<file path="src/hdl/life_grid_generation_step_macros.svh">
// Assertion macros shared by the life grid generation step RTL.
// Depends on nothing; included by the top level.
`ifndef LIFE_GRID_GENERATION_STEP_MACROS_SVH
`define LIFE_GRID_GENERATION_STEP_MACROS_SVH

// Implication checked at every rising edge outside reset.
`define LGGS_ASSERT_IMP(label, clk, rst_n, cond, prop, msg) \
  label: assert property (@(posedge clk) disable iff (!rst_n) (cond) |-> (prop)) \
    else $error(msg);

// Implication whose consequent is checked at the next rising edge.
`define LGGS_ASSERT_NEXT(label, clk, rst_n, cond, prop, msg) \
  label: assert property (@(posedge clk) disable iff (!rst_n) (cond) |=> (prop)) \
    else $error(msg);

`endif

</file>
<file path="src/hdl/lggs_ram.sv">
// Generic simple dual-port RAM with one write port and a registered read.
// Depends on nothing.
module lggs_ram #(
  parameter int WIDTH = 8,
  parameter int DEPTH = 64
) (
  input  logic                     clk,
  input  logic                     we,
  input  logic [$clog2(DEPTH)-1:0] waddr,
  input  logic [WIDTH-1:0]         wdata,
  input  logic [$clog2(DEPTH)-1:0] raddr,
  output logic [WIDTH-1:0]         rdata
);

  logic [WIDTH-1:0] mem [DEPTH];

  always_ff @(posedge clk) begin
    if (we) begin
      mem[waddr] <= wdata;
    end
    rdata <= mem[raddr];
  end

endmodule
</file>
<file path="config.mk">
export PLATFORM = sky130hd
export DESIGN_NAME = lggs_ram
export DESIGN_NICKNAME = d
export VERILOG_FILES = /design/src/hdl/life_grid_generation_step_macros.svh /design/src/hdl/lggs_ram.sv
export SDC_FILE = /design/constraint.sdc
export NUM_CORES = 1
export LEC_CHECK = 0
export ABC_CLOCK_PERIOD_IN_PS = 5500
export BUFFER_PORTS_ARGS = -buffer_cell sky130_fd_sc_hd__buf_2
export CORE_ASPECT_RATIO = 2
export CORE_MARGIN = 1
export CORE_UTILIZATION = 70
export CTS_BUF_LIST = sky130_fd_sc_hd__clkbuf_4 sky130_fd_sc_hd__clkbuf_8
export DETAILED_ROUTE_END_ITERATION = 10
export MAX_ROUTING_LAYER = met4
export PLACE_DENSITY = 0.87
export REMOVE_ABC_BUFFERS = 1
export SYNTH_ARGS = -nofsm -noshare
export SYNTH_HDL_FRONTEND = slang
export SYNTH_SLANG_ARGS = --single-unit
</file>
<file path="constraint.sdc">
create_clock -name clk -period 5.5 [get_ports clk]
set_clock_uncertainty 0.05 [all_clocks]
set_input_delay 0.275 -clock clk [delete_from_list [all_inputs] [get_ports clk]]
set_output_delay 0.275 -clock clk [all_outputs]
set_load 0.005 [all_outputs]
</file>
==> impl_metrics.csv <==
group,metric,value,unit
run_status,outcome,"completed",
clock_network,cts_hold_buf,0,
yosys,yosysTopAreaCell,"sky130_fd_sc_hd__edfxtp_1",
cells_and_area,final_layout_size_suffix_gt1_share,27.25,%
grt,wire_length_of_the_first_global_routing_pass,66060,µm
pwr,power.switching,1.596,mW
clock_network,numCtsBuffers,66,
drt,drt_drc_violations_left,0,
yosys,ys_async_sr_fraction,0,%
hold_path,timing.hold.worst.class,"in -> reg",
grt,grt_antenna_before_repair,1,
clock_network,post_cts_buffers,0,
timing,count_of_endpoints_failing_hold_in_the_final_timing_report,0,
yosys,syn-mean-instance-area,21.45,µm²
timing,max_slew_headroom,15.08,%
floorplan,fp.coreArea,28300,µm²
pwr,power_per_cell_area,348.1,nW/µm²
critical_path,r2r_slack,3.07,ns
floorplan,top_level_ports,30,
clock_network,cts.sinks,520,
pwr,ir_worst_vdd,0.2401,mV
timing,timing.final.crit_share,48.70,%
pwr,power_report.internal_total,6.020,mW
clock_network,clock_tree_from_tritoncts,"built",
cells_and_area,num-fill-cells,1444,
clock_network,cts_h_tree_depth,3,
timing,setup_tns,0,ns
critical_path,critical_path.startpoint_type,"input port",
yosys,synth_top_cells_by_area,"sky130_fd_sc_hd__edfxtp_1 76%, sky130_fd_sc_hd__mux4_2 14%, sky130_fd_sc_hd__nor2_1 1.5%, sky130_fd_sc_hd__mux2i_1 1.1%, sky130_fd_sc_hd__dfxtp_1 0.79%",
critical_path,cp-end-kind,"flop",
grt,groute.usage.overall,33.61,%
yosys,post_synth_instance_area,20170,µm²
yosys,yosysWarnings,0,
drt,wl,44720,µm
drt,first_iter_violations,1168,
critical_path,worst-endpoint-required,5.92,ns
placed_design,globalplace.congestion,0.8658,
critical_path,critical_path.max_fanout,60,
yosys,synth_most_common_cell,"sky130_fd_sc_hd__edfxtp_1",
drt,route.antenna.remaining_nets,0,
yosys,synth_cell_type_count,40,
placed_design,place_inst,1285,
timing,worst-slew-pin-transition,1.274,ns
cells_and_area,fin_cells,1403,
drt,detail_route.vias_per_cell,7.060,
pwr,switching_share,20.95,%
timing,final.setup.worst_slack,2.821,ns
pwr,pwr-share-comb,5.2,%
drt,vias,9905,
drt,routed_wire_length_per_instance,31.88,µm
pwr,power_frac_clock,37.1,%
grt,via_count_of_the_first_global_routing_pass,10360,
timing,setup_violations,0,
clock_network,cts-root-buf,"sky130_fd_sc_hd__clkbuf_8",
timing,period_needed,2.679,ns
floorplan,die_height,242.0,µm
placed_design,place_hpwl,27690,µm
floorplan,dieArea,29530,µm²
yosys,post_synth_inst_count,940,
critical_path,worst-endpoint-arrival,3.10,ns
timing,report.final.slew_viol_count,0,
placed_design,pre_cts_slack,2.223,ns
floorplan,placementRows,87,
yosys,synthDominantCellAreaShare,76.24,%
drt,detail_route.first_pass.iterations,8,
clock_network,clkLatencyLatePin,0.62,ns
yosys,synth_top_flop_cell,"sky130_fd_sc_hd__edfxtp_1",
critical_path,timing.setup.critical_path_class,"in -> reg",
floorplan,initial_utilization,71.26,%
pwr,pwr-share-seq,57.7,%
floorplan,die_boundary_width,122.0,µm
yosys,synth_commonest_cells,"512 x sky130_fd_sc_hd__edfxtp_1, 126 x sky130_fd_sc_hd__mux4_2, 83 x sky130_fd_sc_hd__nor2_1",
cells_and_area,growth_of_design_area_from_synthesis_to_finish,8.469,%
yosys,count_of_state_elements_after_synthesis,520,
grt,grt_remaining_overflow,0,
clock_network,clk_pin_slew_worst_paths,0.07,ns
grt,grt_start_max_net_pins,65,
cells_and_area,nets,1019,
placed_design,port-buffer-count,29,
flow_run,cap_viol_max_count,0,
timing,grt_setup_unrepaired,"no",
clock_network,cts-resized-gates,0,
yosys,ys_seq_area_share,77.03,%
timing,max_freq,373.3,MHz
yosys,synth_edf_count,512,
clock_network,cts_buffer_depth,3,
pwr,power_leakage,6.835,nW
## power by group through the flow
stage | logic, mW | clock network (mW) | registers [mW]
3_5_place_dp | 0.389 | 0 | 4.48
6_report | 0.392 | 2.83 | 4.40
3_3_place_gp | 0.376 | 0 | 4.48
2_1_floorplan | 0.170 | 0 | 4.48
4_1_cts | 0.392 | 2.84 | 4.40
5_1_grt | 0.410 | 2.98 | 4.40
## cell usage in the layout (no fill, tap or decap), types with 13 or more instances in the layout
master                     instances
sky130_fd_sc_hd__edfxtp_1        512
sky130_fd_sc_hd__mux4_2          126
sky130_fd_sc_hd__nor2_1           83
sky130_fd_sc_hd__clkbuf_8         77
sky130_fd_sc_hd__buf_2            26
sky130_fd_sc_hd__mux2i_1          23
sky130_fd_sc_hd__clkbuf_4         20
sky130_fd_sc_hd__nand2_1          19
sky130_fd_sc_hd__nor2b_1          14
sky130_fd_sc_hd__mux2_2           13
sky130_fd_sc_hd__nand3_1          13
sky130_fd_sc_hd__clkinv_1         13
sky130_fd_sc_hd__buf_4            13
## stage by stage
step	util, %	instance area (µm²)	total power, mW	hold slack, ns
floorplan	-	19850	4.647	0.3239
global placement	72.56	20540	4.857	0.6259
detailed placement	72.56	20540	4.873	0.6265
CTS	77.28	21870	7.630	0.09736
global route	77.29	21870	7.788	0.1442
finish	77.29	21870	7.615	0.1541
## cell families after synthesis
| logic type | synth area share (%) |
|---|---|
| DFF | 77.03 |
| muxes | 15.94 |
| and+or+nand+nor | 3.387 |
| AOI/OAI and AO/OA | 2.072 |
| buffers and inverters | 1.570 |
## sequential cells by signal, summed over array words and instances, names as in the netlist
| name | count |
|---|---|
| rdata | 8 |
| mem | 512 |
## cell type report
| cell class | count | area, µm² | area share, % |
|---|---|---|---|
| clock inverter | 21 | 138.9 | 0.6349 |
| multi-input combinational | 369 | 4315 | 19.73 |
| sequential | 520 | 15530 | 71.02 |
| antenna | 1 | 2.502 | 0.01144 |
| clock buffer | 96 | 1196 | 5.468 |
| tap | 356 | 445.4 | 2.036 |
| timing repair buffer | 40 | 241.5 | 1.104 |
## metal layers
layer | up-vias | track usage (%) | part of all wire (%)
met1 | 5072 | 39.50 | 32
met5 | - | - | 0
met2 | 639 | 55.38 | 55
met4 | 0 | 17.47 | 4.9
li1 | 4038 | - | -
met3 | 156 | 5.673 | 8.0
## worst max-delay path: stages
cell,delay (ns)
sky130_fd_sc_hd__clkbuf_8,0.50
sky130_fd_sc_hd__buf_4,0.52
sky130_fd_sc_hd__mux4_2,0.59
sky130_fd_sc_hd__mux4_2,0.51
sky130_fd_sc_hd__nor2_1,0.24
sky130_fd_sc_hd__nor3_1,0.15
sky130_fd_sc_hd__o2bb2ai_1,0.18
## worst paths after layout
path,startpoint,end,cells after the start
worst min register to register,mem[26][6]$_DFFE_PP_,rdata[6]$_DFF_P_,3
worst max-delay path,raddr[0],rdata[1]$_DFF_P_,7
worst max register to register,mem[47][0]$_DFFE_PP_,rdata[0]$_DFF_P_,4
worst min-delay path,raddr[5],rdata[6]$_DFF_P_,3
Note: power is estimated with default switching activity, not from simulation.
